$ cat config.mk
export PLATFORM = sky130hd
export DESIGN_NAME = mbfc_box
export DESIGN_NICKNAME = d
export VERILOG_FILES = /design/src/design/mbfc_pkg.sv /design/src/design/mbfc_box.sv
export SDC_FILE = /design/constraint.sdc
export NUM_CORES = 1
export LEC_CHECK = 0
export ABC_CLOCK_PERIOD_IN_PS = 3100
export BUFFER_PORTS_ARGS = -buffer_cell sky130_fd_sc_hd__buf_2
export CAP_MARGIN = 5
export CORE_ASPECT_RATIO = 0.7
export CORE_UTILIZATION = 52
export DETAILED_ROUTE_END_ITERATION = 7
export PLACE_DENSITY = 0.88
export RECOVER_POWER = 100
export SLEW_MARGIN = 10
export SYNTH_ARGS = -nofsm -noshare
export SYNTH_HDL_FRONTEND = slang
export SYNTH_SLANG_ARGS = --single-unit
$ cat constraint.sdc
create_clock -name clk -period 3.1 [get_ports clk]
set_input_delay 0.155 -clock clk [delete_from_list [all_inputs] [get_ports clk]]
set_output_delay 0.155 -clock clk [all_outputs]
set_load 0.02 [all_outputs]
$ cat src/design/mbfc_pkg.sv
`timescale 1ns / 1ps
`default_nettype none
// ----------------------------------------------------------------------------
// mbfc_pkg
// Shared constants, opcodes and inter-module types of the bounds culler.
// ----------------------------------------------------------------------------
package mbfc_pkg;

  localparam int NUM_PLANES_DEF = 6;
  localparam int FRAC_BITS_DEF  = 16;

  localparam int Q_W          = 32;
  localparam int OP_W         = 3;
  localparam int SLOT_W       = 3;
  localparam int STRIDE_W     = 7;
  localparam int POS_W        = 6;
  localparam int NUM_AXES     = 3;
  localparam int NUM_COLS     = 4;
  localparam int STRIDE_LIMIT = 64;
  localparam int STRIDE_MIN   = 3;
  localparam int STRIDE_RESET = 8;

  localparam logic [OP_W-1:0] OP_CLEAR  = 3'd0;
  localparam logic [OP_W-1:0] OP_VERTEX = 3'd1;
  localparam logic [OP_W-1:0] OP_PLANE  = 3'd2;
  localparam logic [OP_W-1:0] OP_COLUMN = 3'd3;
  localparam logic [OP_W-1:0] OP_EVAL   = 3'd4;

  typedef logic signed [Q_W-1:0] q_t;

  localparam q_t Q_MAX = 32'sh7fff_ffff;
  localparam q_t Q_MIN = 32'sh8000_0000;

  typedef logic [NUM_AXES-1:0][Q_W-1:0] q3_t;

  typedef struct packed {
    q3_t  lo;
    q3_t  hi;
    logic empty;
  } box_t;

  typedef struct packed {
    logic           clr;
    logic           word;
    logic [Q_W-1:0] data;
  } box_cmd_t;

  typedef struct packed {
    logic              start;
    logic              ld_plane;
    logic              ld_col;
    logic [SLOT_W-1:0] slot;
    logic [Q_W-1:0]    x;
    logic [Q_W-1:0]    y;
    logic [Q_W-1:0]    z;
    logic [Q_W-1:0]    w;
  } eval_cmd_t;

  typedef struct packed {
    logic busy;
    logic done;
    logic visible;
    logic box_empty;
  } eval_sts_t;

endpackage
`default_nettype wire

$ cat src/design/mbfc_box.sv
`timescale 1ns / 1ps
`default_nettype none
// ----------------------------------------------------------------------------
// mbfc_box
// Vertex word tracker: buffers x/y, widens the local box when z arrives.
// ----------------------------------------------------------------------------
module mbfc_box (
  input  logic                          clk,
  input  logic                          rst_n,
  input  logic [mbfc_pkg::STRIDE_W-1:0] stride,
  input  mbfc_pkg::box_cmd_t            cmd,
  output mbfc_pkg::box_t                box
);
  import mbfc_pkg::*;

  q_t                lo_r [NUM_AXES];
  q_t                hi_r [NUM_AXES];
  q_t                lo_nxt [NUM_AXES];
  q_t                hi_nxt [NUM_AXES];
  q_t                pend_r [2];
  q_t                pend_nxt [2];
  logic [POS_W-1:0]  pos_r, pos_nxt;
  logic [STRIDE_W-1:0] stride_eff;
  logic [STRIDE_W-1:0] pos_cur;
  logic [STRIDE_W-1:0] pos_inc;
  q_t                pt [NUM_AXES];

  always_comb begin
    stride_eff = (stride > STRIDE_W'(STRIDE_LIMIT)) ? STRIDE_W'(STRIDE_LIMIT) : stride;
    pos_cur    = ({1'b0, pos_r} >= stride_eff) ? '0 : {1'b0, pos_r};
    pos_inc    = pos_cur + STRIDE_W'(1);
    pt[0]      = pend_r[0];
    pt[1]      = pend_r[1];
    pt[2]      = q_t'(cmd.data);
    lo_nxt     = lo_r;
    hi_nxt     = hi_r;
    pend_nxt   = pend_r;
    pos_nxt    = pos_r;
    if (cmd.clr) begin
      for (int k = 0; k < NUM_AXES; k++) begin
        lo_nxt[k] = Q_MAX;
        hi_nxt[k] = Q_MIN;
      end
      pend_nxt[0] = '0;
      pend_nxt[1] = '0;
      pos_nxt     = '0;
    end else if (cmd.word && stride_eff >= STRIDE_W'(STRIDE_MIN)) begin
      if (pos_cur < STRIDE_W'(2)) begin
        pend_nxt[pos_cur[0]] = q_t'(cmd.data);
      end else if (pos_cur == STRIDE_W'(2)) begin
        for (int k = 0; k < NUM_AXES; k++) begin
          if (pt[k] < lo_r[k]) lo_nxt[k] = pt[k];
          if (pt[k] > hi_r[k]) hi_nxt[k] = pt[k];
        end
      end
      pos_nxt = (pos_inc >= stride_eff) ? '0 : pos_inc[POS_W-1:0];
    end
  end

  always_ff @(posedge clk) begin
    if (!rst_n) begin
      for (int k = 0; k < NUM_AXES; k++) begin
        lo_r[k] <= Q_MAX;
        hi_r[k] <= Q_MIN;
      end
      pend_r[0] <= '0;
      pend_r[1] <= '0;
      pos_r     <= '0;
    end else begin
      lo_r   <= lo_nxt;
      hi_r   <= hi_nxt;
      pend_r <= pend_nxt;
      pos_r  <= pos_nxt;
    end
  end

  always_comb begin
    for (int k = 0; k < NUM_AXES; k++) begin
      box.lo[k] = lo_r[k];
      box.hi[k] = hi_r[k];
    end
    box.empty = lo_r[0] > hi_r[0];
  end

endmodule
`default_nettype wire

Word-level counts from Yosys, hierarchy flattened:

Cells that the tools add are included.

* register bits: 262
* latch bits: 0
* RAM bits: 0
* memory bits (read-only): 0
* output and inout bits: 193
* memories kept: 0

* add/subtract/negate cells: 1
* multiply operators: 0
* divide/modulo/power cells: 0
* $lt $le $gt $ge: 14
* eq/ne operators: 1
* shift operators: 0
* multiplexer cells: 6
* bitwise operators: 3
* reductions and logical operators: 10

Operators with widths (number)
* $gt 32x32->1: 4
* $lt 32x32->1: 3
* $bwmux 64: 1
* $demux 32 s1: 1
* $mux 32: 1
* $reduce_and 4->1: 6
* $mux 6: 2
* $add 6x1->7 const B: 1
* $ge 6x7->1: 1
* $ge 7x2->1 const B: 1
* $ge 7x7->1: 1
* $gt 7x7->1 const B: 1
* $mux 7: 1
* $eq 6x2->1 const B: 1
* $lt 6x2->1 const B: 1
* $ge 2x2->1 const B: 1
* $logic_and 1x1->1: 2
* $lt 2x1->1 const B: 1
* $not 1->1: 2
* $not 1->2: 1
* $reduce_and 2->1: 1
* $reduce_or 2->1: 1

Logic depth before layout (Yosys ltp):

Gate-level depths: netlist of run 1.

* depth after elaboration: 10
* mapped depth: 16
* gate-level depth less buffers: 16

Least setup slack after synthesis of run 1:

OpenSTA, ideal clock, no wires.

* path type: register to register
* start: reg pos_r[0]
* end: reg pos_r[1]
* setup time: 0.070 ns
* arrival time: 3.332 ns
* required time: 3.030 ns
* slack: -0.303 ns
* cell stages (with the launch flop): 16
* path buffers: 0
* period minus slack after synthesis: 3.403 ns
* path through: dfxtp_1 inv_1 ha_1 nand2b_1 a31oi_1 o21a_1 nand2_1 inv_1 ha_1 ha_1 a21o_1 a21o_1 a21o_1 a211o_1 a2111o_1 a21oi_1

* word-level cells in the longest chain between the ends: 5

Ends and longest elaborated chain
* start: declaration: RTL line mbfc_box.sv:22 `logic [POS_W-1:0] pos_r, pos_nxt;`
* start signal: assignment: RTL line mbfc_box.sv:73 `pos_r <= pos_nxt;`
* $ge 6x7->1: RTL line mbfc_box.sv:30 `pos_cur = ({1'b0, pos_r} >= stride_eff) ? '0 : {1'b0, pos_r};`
* $mux 6 *: RTL line mbfc_box.sv:30
* $add 6x1->7 *: RTL line mbfc_box.sv:31 `pos_inc = pos_cur + STRIDE_W'(1);`
* $ge 7x7->1: RTL line mbfc_box.sv:56 `pos_nxt = (pos_inc >= stride_eff) ? '0 : pos_inc[POS_W-1:0];`
* $mux 6 *: RTL line mbfc_box.sv:56

Every way passes the cells marked *; elsewhere a longest branch is shown, timed or not.
A chain may end at the register's enable or synchronous reset.

Final worst setup path of run 1:

* start: reg pos_r[5]
* end: reg pos_r[1]

The elaborated chain is that of the path after synthesis.

==> flow_results.xml, run 1 <==
<?xml version="1.0" encoding="UTF-8"?>
<metrics>
  <group name="drt">
    <metric name="antenna_violating_nets_post_route" unit="">0</metric>
    <metric name="dr.first_iter.drc_count" unit="">1108</metric>
    <metric name="drt_pass1_iterations" unit="">7</metric>
    <metric name="avgRoutedWirePerCell" unit="um">19.1</metric>
    <metric name="detailroute.via_count" unit="">14500</metric>
    <metric name="vias_per_cell" unit="">5.88</metric>
    <metric name="wirelength" unit="mm">47.0</metric>
    <metric name="detail_route.drc_violations" unit="">10</metric>
  </group>
  <group name="setup_path">
    <metric name="crit_path_end_kind" unit="">flip-flop</metric>
    <metric name="worstPathCellList" unit="">ha_4 -&gt; nor2b_4 -&gt; nand3_2 -&gt; o21a_4 -&gt; and2_4 -&gt; ha_4 -&gt; ha_4 -&gt; a21o_1 -&gt; a21o_1 -&gt; a21o_1 -&gt; a211o_1 -&gt; a2111o_1 -&gt; a21oi_2</metric>
    <metric name="critPathRequiredTime" unit="ps">3560</metric>
    <metric name="worstReg2RegEnd" unit="">pos_r[1]</metric>
    <metric name="rr_worst_depth" unit="">13</metric>
    <metric name="setup.worst_path.start" unit="">pos_r[5]</metric>
    <metric name="setup.reg_to_reg.worst_slack" unit="ps">-40</metric>
    <metric name="setup.worst_path.class" unit="">flip-flop to flip-flop</metric>
    <metric name="slowest_stage" unit="">sky130_fd_sc_hd__a2111o_1</metric>
    <metric name="reg2reg_from" unit="">pos_r[5]</metric>
    <metric name="worst-path-max-fanout" unit="">4</metric>
    <metric name="worstSetupStartpointType" unit="">flip-flop</metric>
    <metric name="critPathMaxStageDelay" unit="ps">450</metric>
    <metric name="cp.arrival" unit="ps">3600</metric>
    <metric name="setup.worst_path.end" unit="">pos_r[1]</metric>
  </group>
  <group name="die">
    <metric name="floorplan.die_area" unit="sq um">30100</metric>
    <metric name="die_height" unit="um">145</metric>
    <metric name="fp-row-count" unit="">52</metric>
    <metric name="die_width" unit="um">207</metric>
    <metric name="top_level_ports" unit="">236</metric>
    <metric name="design.core.area" unit="sq um">28900</metric>
    <metric name="initial_standard_cell_utilization_of_the_core" unit="%">52.9</metric>
  </group>
  <group name="final_layout">
    <metric name="syn2layout_area_growth" unit="%">20.7</metric>
    <metric name="drive_above_1_share" unit="%">9.37</metric>
    <metric name="mostFrequentLayoutCell" unit="">sky130_fd_sc_hd__nand2_1</metric>
    <metric name="fillCellCount" unit="">2405</metric>
    <metric name="final_cells" unit="">2460</metric>
    <metric name="nNetsFinal" unit="">2342</metric>
    <metric name="diodes" unit="">0</metric>
    <metric name="ff_latch_area" unit="sq um">5260</metric>
    <metric name="multi_input_logic_area" unit="sq um">9150</metric>
    <metric name="most-common-layout-cells" unit="">376 x sky130_fd_sc_hd__nand2_1, 257 x sky130_fd_sc_hd__dfxtp_1, 228 x sky130_fd_sc_hd__ha_1</metric>
  </group>
  <group name="clock_tree">
    <metric name="numClockSinks" unit="">262</metric>
    <metric name="clock_root_buffer" unit="">sky130_fd_sc_hd__clkbuf_16</metric>
    <metric name="cts_inserted_buffers" unit="">27</metric>
    <metric name="htree_levels" unit="">1</metric>
    <metric name="cts_tree" unit="">done</metric>
    <metric name="clkSlewWorstSetupHoldPaths" unit="ps">60</metric>
    <metric name="worst_skew_pair.late_latency" unit="ps">540</metric>
    <metric name="clk_path_buf_depth" unit="">3</metric>
  </group>
  <group name="pwr">
    <metric name="powerDensity" unit="nW/um^2">411</metric>
    <metric name="p_leak" unit="nW">8.04</metric>
    <metric name="peak_supply_drop" unit="V">0.000431</metric>
  </group>
  <group name="global_route">
    <metric name="pin_count_of_the_biggest_net_entering_global_routing" unit="">189</metric>
    <metric name="grt_pass1_vias" unit="">13900</metric>
    <metric name="gr-total-overflow" unit="">0</metric>
    <metric name="grt_use_total" unit="%">30.2</metric>
    <metric name="wire_length_of_the_first_global_routing_pass" unit="mm">73.0</metric>
    <metric name="antenna_found_initial" unit="">0</metric>
  </group>
  <group name="synthesis">
    <metric name="post_synth.cell_area_avg" unit="sq um">8.53</metric>
    <metric name="mappedNetlistNets" unit="">2069</metric>
    <metric name="synthDominantCellAreaShare" unit="%">34.3</metric>
    <metric name="asyncSetResetFlopFracSynth" unit="%">0</metric>
    <metric name="post_synth_instance_area" unit="sq um">15300</metric>
    <metric name="synth_cell_types" unit="">63</metric>
    <metric name="flip_flop_and_latch_count_after_synthesis" unit="">262</metric>
    <metric name="synth.yosys.seq_area_share" unit="%">34.3</metric>
    <metric name="synth_enable_flop_cells" unit="">0</metric>
    <metric name="yosys_warnings" unit="">0</metric>
    <metric name="dominantRegCellSynth" unit="">sky130_fd_sc_hd__dfxtp_1</metric>
    <metric name="syn-instance-count" unit="">1791</metric>
    <metric name="synth.largest_area_cell" unit="">sky130_fd_sc_hd__dfxtp_1</metric>
    <metric name="synth_top_cells_by_area" unit="">sky130_fd_sc_hd__dfxtp_1 34%, sky130_fd_sc_hd__ha_1 19%, sky130_fd_sc_hd__nand2_1 9.3%, sky130_fd_sc_hd__mux2i_1 6.4%, sky130_fd_sc_hd__inv_1 5.1%</metric>
  </group>
  <group name="timing">
    <metric name="grt_setup_unrepaired" unit="">yes</metric>
    <metric name="final-hold-violation-count" unit="">0</metric>
    <metric name="fmaxAchievable" unit="MHz">319</metric>
    <metric name="relSlewSlack" unit="%">40.3</metric>
    <metric name="fin_ws" unit="ps">-37.2</metric>
    <metric name="minimum_clock_period" unit="ps">3140</metric>
    <metric name="maxSlewViolCount" unit="">0</metric>
    <metric name="transition_time_at_the_pin_with_the_least_slew_margin" unit="ps">896</metric>
    <metric name="worst_clock_skew" unit="ps">21.0</metric>
    <metric name="period_share" unit="%">101</metric>
    <metric name="setup_viol" unit="">1</metric>
  </group>
  <group name="job">
    <metric name="maxCapViolCount" unit="">0</metric>
  </group>
  <group name="hold_path">
    <metric name="path_class_of_the_lowest_slack_min_delay_path" unit="">input pin to flip-flop</metric>
    <metric name="hold_path.startpoint" unit="">cmd[0]</metric>
  </group>
  <group name="place">
    <metric name="place.gp.congestion" unit="">0.918</metric>
    <metric name="number_of_cells_after_detailed_placement" unit="">2378</metric>
    <metric name="port_buffers" unit="">235</metric>
    <metric name="preCtsSetupSlack" unit="ps">-351</metric>
    <metric name="hpwl" unit="mm">33.8</metric>
  </group>
  <group name="status">
    <metric name="status" unit="">complete, but fails checks</metric>
    <metric name="failed_checks" unit="">design-rule violations, negative setup slack</metric>
  </group>
</metrics>
-- state kept, by name (all words and copies together), names as in the netlist --
signal	count
pend_r	64
pos_r	6
box	192
-- cell families (layout without fill, tap and decap cells) --
group,after synthesis,count (layout),share of synthesized area (%)
AND/OR/NAND/NOR,539,539,15.4
AO/OA/AOI/OAI,364,364,16.8
buffers and inverters,289,580,7.55
flip-flops,262,262,34.3
adder cells (fa/ha/maj),235,235,19.3
multiplexers,98,98,6.43
XOR/XNOR,4,4,0.229
-- final cells by class --
type	count	area share (%)
multi-input cells	1240	49.7
clock buffers	39	4.24
inverters	208	4.26
well taps	378	2.57
repair buffers	325	9.83
clock inverters	8	0.923
flip-flops and latches	262	28.5
-- metrics by stage --
stage | setup TNS [ps] | power (mW) | cell area (sq um) | util, % | hold WS (ps)
after floorplan | 0 | 3.81 | 15300 | - | 284
after global placement | -1080 | 4.00 | 17200 | 59.5 | 455
after detailed placement | -1790 | 4.03 | 17200 | 59.5 | 458
after CTS | -51.1 | 7.57 | 18500 | 63.9 | 19.8
after global routing | -286 | 7.78 | 18400 | 63.8 | 35.5
final | -37.2 | 7.57 | 18400 | 63.8 | 37.0
-- Yosys cell counts, types with 7 or more instances --
cell                        count
sky130_fd_sc_hd__a21o_1        22
sky130_fd_sc_hd__a21oi_1      145
sky130_fd_sc_hd__a2bb2oi_1     31
sky130_fd_sc_hd__and4_1        11
sky130_fd_sc_hd__buf_2          7
sky130_fd_sc_hd__clkbuf_1      63
sky130_fd_sc_hd__dfxtp_1      262
sky130_fd_sc_hd__ha_1         235
sky130_fd_sc_hd__inv_1        208
sky130_fd_sc_hd__mux2i_1       97
sky130_fd_sc_hd__nand2_1      379
sky130_fd_sc_hd__nand2b_1      12
sky130_fd_sc_hd__nand3_1       23
sky130_fd_sc_hd__nand4_1       32
sky130_fd_sc_hd__nor2_1        32
sky130_fd_sc_hd__nor2b_1       10
sky130_fd_sc_hd__nor3_1         8
sky130_fd_sc_hd__nor4_1        12
sky130_fd_sc_hd__o21ai_0       40
sky130_fd_sc_hd__o32a_1        60
-- layer usage --
metal	up-vias	global-route usage, %	routed length [um]
met5	-	0	0
met4	0	10.4	1650
met3	121	5.46	4040
met2	640	46.9	20900
met1	6876	41.9	20400
li1	6825	-	-
-- power breakdown --
| group | internal (mW) | switching [mW] | total, mW |
|---|---|---|---|
| Clock | 2.15 | 1.41 | 3.56 |
| Combinational | 0.227 | 0.367 | 0.594 |
| Sequential | 3.39 | 0.0318 | 3.42 |
-- how the worst min path moves through the flow --
stage               endpoint  slack (ps)  depth (start not counted)
CTS                 box[161]          20                          3
global route        box[161]          40                          3
finish              box[161]          40                          3
detailed placement   box[46]         460                          2
global placement     box[73]         460                          2
floorplan           box[172]         280                          1
-- critical path: cells and delay by family (launching register included) --
family          cells  cell delay (ps)
compound gates      7             1600
fa+ha+maj           3              700
flops               1              350
simple gates        3              410
-- repair_timing --
| item | 4_1_cts | 5_1_grt |
|---|---|---|
| pin swaps | 2 | 15 |
| endpoints found under the setup margin | 7 | 68 |
| setup buffers | 2 | 3 |
| endpoints found under the hold margin | 114 | 0 |
| cloned | 0 | 1 |
| gates resized for setup | 6 | 27 |
| hold buffers | 29 | 0 |
Power figures use the tool's default switching activity.
==> inputs of run 2 (changes only) <==
ABC_CLOCK_PERIOD_IN_PS = 3800   (was 3100)
CORE_UTILIZATION = 62   (was 52)
PLACE_DENSITY = 0.95   (was 0.88)
RECOVER_POWER = default   (was 100)
clock period = 3.8 ns   (was 3.1 ns; I/O delays follow)
==> flow_results.xml, run 2 (synthesis results as in run 1) <==
<?xml version="1.0" encoding="UTF-8"?>
<metrics>
  <group name="status">
    <metric name="status" unit="">finished, final reports clean</metric>
  </group>
  <group name="final_layout">
    <metric name="mostFrequentLayoutCell" unit="">sky130_fd_sc_hd__nand2_1</metric>
    <metric name="syn2layout_area_growth" unit="%">17.7</metric>
    <metric name="largest_reg_flops" unit="">192</metric>
    <metric name="drive_above_1_share" unit="%">15.6</metric>
    <metric name="nNetsFinal" unit="">2307</metric>
    <metric name="most-common-layout-cells" unit="">379 x sky130_fd_sc_hd__nand2_1, 261 x sky130_fd_sc_hd__dfxtp_1, 235 x sky130_fd_sc_hd__ha_1, 235 x sky130_fd_sc_hd__buf_2, 208 x sky130_fd_sc_hd__inv_1</metric>
    <metric name="diodes" unit="">0</metric>
  </group>
  <group name="setup_path">
    <metric name="critPathRequiredTime" unit="ps">4240</metric>
    <metric name="cp.arrival" unit="ps">4000</metric>
    <metric name="worstSetupStartpointType" unit="">flip-flop</metric>
    <metric name="crit_path_end_kind" unit="">flip-flop</metric>
    <metric name="worst-path-max-fanout" unit="">5</metric>
    <metric name="setup.worst_path.class" unit="">flip-flop to flip-flop</metric>
  </group>
  <group name="pwr">
    <metric name="total_switching_power" unit="mW">1.46</metric>
    <metric name="totalPowerFinal" unit="mW">5.99</metric>
    <metric name="power.share.clock" unit="%">45.7</metric>
    <metric name="p_leak" unit="nW">8.33</metric>
    <metric name="peak_supply_drop" unit="V">0.000297</metric>
    <metric name="power.internal" unit="mW">4.53</metric>
    <metric name="p_sw_share" unit="%">24.4</metric>
    <metric name="comb_power_share" unit="%">7.7</metric>
    <metric name="powerDensity" unit="nW/um^2">333</metric>
    <metric name="seq_power_share" unit="%">46.6</metric>
  </group>
  <group name="global_route">
    <metric name="gr-total-overflow" unit="">0</metric>
    <metric name="grt_pass1_vias" unit="">14500</metric>
    <metric name="pin_count_of_the_biggest_net_entering_global_routing" unit="">77</metric>
    <metric name="wire_length_of_the_first_global_routing_pass" unit="mm">76.3</metric>
    <metric name="antenna_found_initial" unit="">0</metric>
    <metric name="grt_use_total" unit="%">37.7</metric>
  </group>
  <group name="timing">
    <metric name="grt_setup_unrepaired" unit="">no</metric>
    <metric name="fin_setup_tns" unit="ps">0</metric>
    <metric name="relSlewSlack" unit="%">30.7</metric>
    <metric name="fmaxAchievable" unit="MHz">281</metric>
    <metric name="period_share" unit="%">93.7</metric>
    <metric name="fin_ws" unit="ps">240</metric>
    <metric name="transition_time_at_the_pin_with_the_least_slew_margin" unit="ps">1040</metric>
    <metric name="setup_viol" unit="">0</metric>
    <metric name="minimum_clock_period" unit="ps">3560</metric>
    <metric name="maxSlewViolCount" unit="">0</metric>
    <metric name="final-hold-violation-count" unit="">0</metric>
    <metric name="worst_clock_skew" unit="ps">12.9</metric>
    <metric name="holdWs" unit="ps">151</metric>
  </group>
  <group name="clock_tree">
    <metric name="clkSlewWorstSetupHoldPaths" unit="ps">60</metric>
    <metric name="cts_tree" unit="">done</metric>
    <metric name="clk_path_buf_depth" unit="">3</metric>
    <metric name="worst_skew_pair.late_latency" unit="ps">540</metric>
    <metric name="numClockSinks" unit="">262</metric>
    <metric name="cts_inserted_buffers" unit="">26</metric>
    <metric name="clock_root_buffer" unit="">sky130_fd_sc_hd__clkbuf_16</metric>
    <metric name="htree_levels" unit="">1</metric>
    <metric name="post_cts_buffers" unit="">0</metric>
  </group>
  <group name="place">
    <metric name="preCtsSetupSlack" unit="ps">10.6</metric>
    <metric name="port_buffers" unit="">235</metric>
    <metric name="place.gp.congestion" unit="">0.950</metric>
    <metric name="hpwl" unit="mm">33.4</metric>
  </group>
  <group name="drt">
    <metric name="detailroute.via_count" unit="">15000</metric>
    <metric name="vias_per_cell" unit="">6.34</metric>
    <metric name="drt_pass1_iterations" unit="">8</metric>
    <metric name="wirelength" unit="mm">48.3</metric>
    <metric name="dr.first_iter.drc_count" unit="">1552</metric>
    <metric name="avgRoutedWirePerCell" unit="um">20.4</metric>
    <metric name="detail_route.drc_violations" unit="">0</metric>
    <metric name="antenna_violating_nets_post_route" unit="">0</metric>
  </group>
  <group name="hold_path">
    <metric name="path_class_of_the_lowest_slack_min_delay_path" unit="">input pin to flip-flop</metric>
  </group>
  <group name="die">
    <metric name="die_width" unit="um">190</metric>
    <metric name="fp-row-count" unit="">47</metric>
    <metric name="initial_standard_cell_utilization_of_the_core" unit="%">64.0</metric>
    <metric name="top_level_ports" unit="">236</metric>
    <metric name="die_height" unit="um">133</metric>
    <metric name="floorplan.die_area" unit="sq um">25300</metric>
    <metric name="design.core.area" unit="sq um">23900</metric>
  </group>
  <group name="job">
    <metric name="maxCapViolCount" unit="">0</metric>
  </group>
</metrics>
-- run 2: changes by cell type in the layout (fill, tap and decap cells not counted), moves of 5 or more --
cell,previous run,this run
sky130_fd_sc_hd__ha_4,7,0
sky130_fd_sc_hd__ha_1,228,235
sky130_fd_sc_hd__clkinv_2,1,6
sky130_fd_sc_hd__clkbuf_1,199,4
sky130_fd_sc_hd__buf_4,48,20
sky130_fd_sc_hd__buf_2,43,235
sky130_fd_sc_hd__buf_12,9,4
-- run 2: power by group through the flow --
stage          logic [mW]  clock network [mW]  registers, mW
4_1_cts             0.446                2.75           2.79
2_1_floorplan       0.254                   0           2.85
3_5_place_dp        0.409                   0           2.85
6_report            0.463                2.74           2.79
3_3_place_gp        0.385                   0           2.85
5_1_grt             0.502                2.86           2.79
-- run 2: per-layer routing --
metal	track usage, %	vias to the layer above	share of wire (%)
li1	-	6726	-
met1	48.8	7110	41
met2	60.3	938	44
met3	8.09	221	10
met4	17.2	0	5.0
met5	0	-	0
-- run 2: final timing paths --
path | from | endpoint | slack, ps | cells past startpoint
setup / recovery | pos_r[5] | pos_r[1] | 240 | 14
hold / removal | cmd[32] | pos_r[1] | 150 | 4
setup reg to reg | pos_r[5] | pos_r[1] | 240 | 14
hold reg to reg | box[80] | box[80] | 470 | 2
-- run 2: critical path, stage by stage (launching register included) --
cell and delay [ps]:
sky130_fd_sc_hd__dfxtp_1 370, sky130_fd_sc_hd__ha_1 310, sky130_fd_sc_hd__nor2b_1 180, sky130_fd_sc_hd__nand3_1 200, sky130_fd_sc_hd__o21a_1 270, sky130_fd_sc_hd__nand2_1 160
sky130_fd_sc_hd__inv_1 90, sky130_fd_sc_hd__ha_1 220, sky130_fd_sc_hd__xnor2_1 260, sky130_fd_sc_hd__ha_1 280, sky130_fd_sc_hd__a21o_1 150, sky130_fd_sc_hd__a21o_1 170
sky130_fd_sc_hd__a211o_1 320, sky130_fd_sc_hd__a2111o_1 360, sky130_fd_sc_hd__a21oi_1 140
-- run 2: layout make-up --
cell class | instances | area [sq um]
clock inverters | 12 | 144
fillers | 1648 | 5900
well taps | 318 | 398
flip-flops and latches | 262 | 5250
multi-input cells | 1240 | 8920
clock buffers | 36 | 759
inverters | 208 | 781
repair buffers | 291 | 1730
-- run 2: metrics by stage --
| step | cells | cell area [sq um] | util [%] |
|---|---|---|---|
| after floorplan | 1791 | 15300 | - |
| after global placement | 2287 | 16700 | 70.1 |
| after detailed placement | 2287 | 16700 | 70.1 |
| after CTS | 2367 | 18000 | 75.2 |
| after global routing | 2367 | 18000 | 75.3 |
| final | 2367 | 18000 | 75.3 |
-- run 2: what timing repair did --
action	CTS	global route
hold buffers	32	0
setup endpoints to repair	0	7
endpoints found under the hold margin	87	0
gates resized for setup	0	3
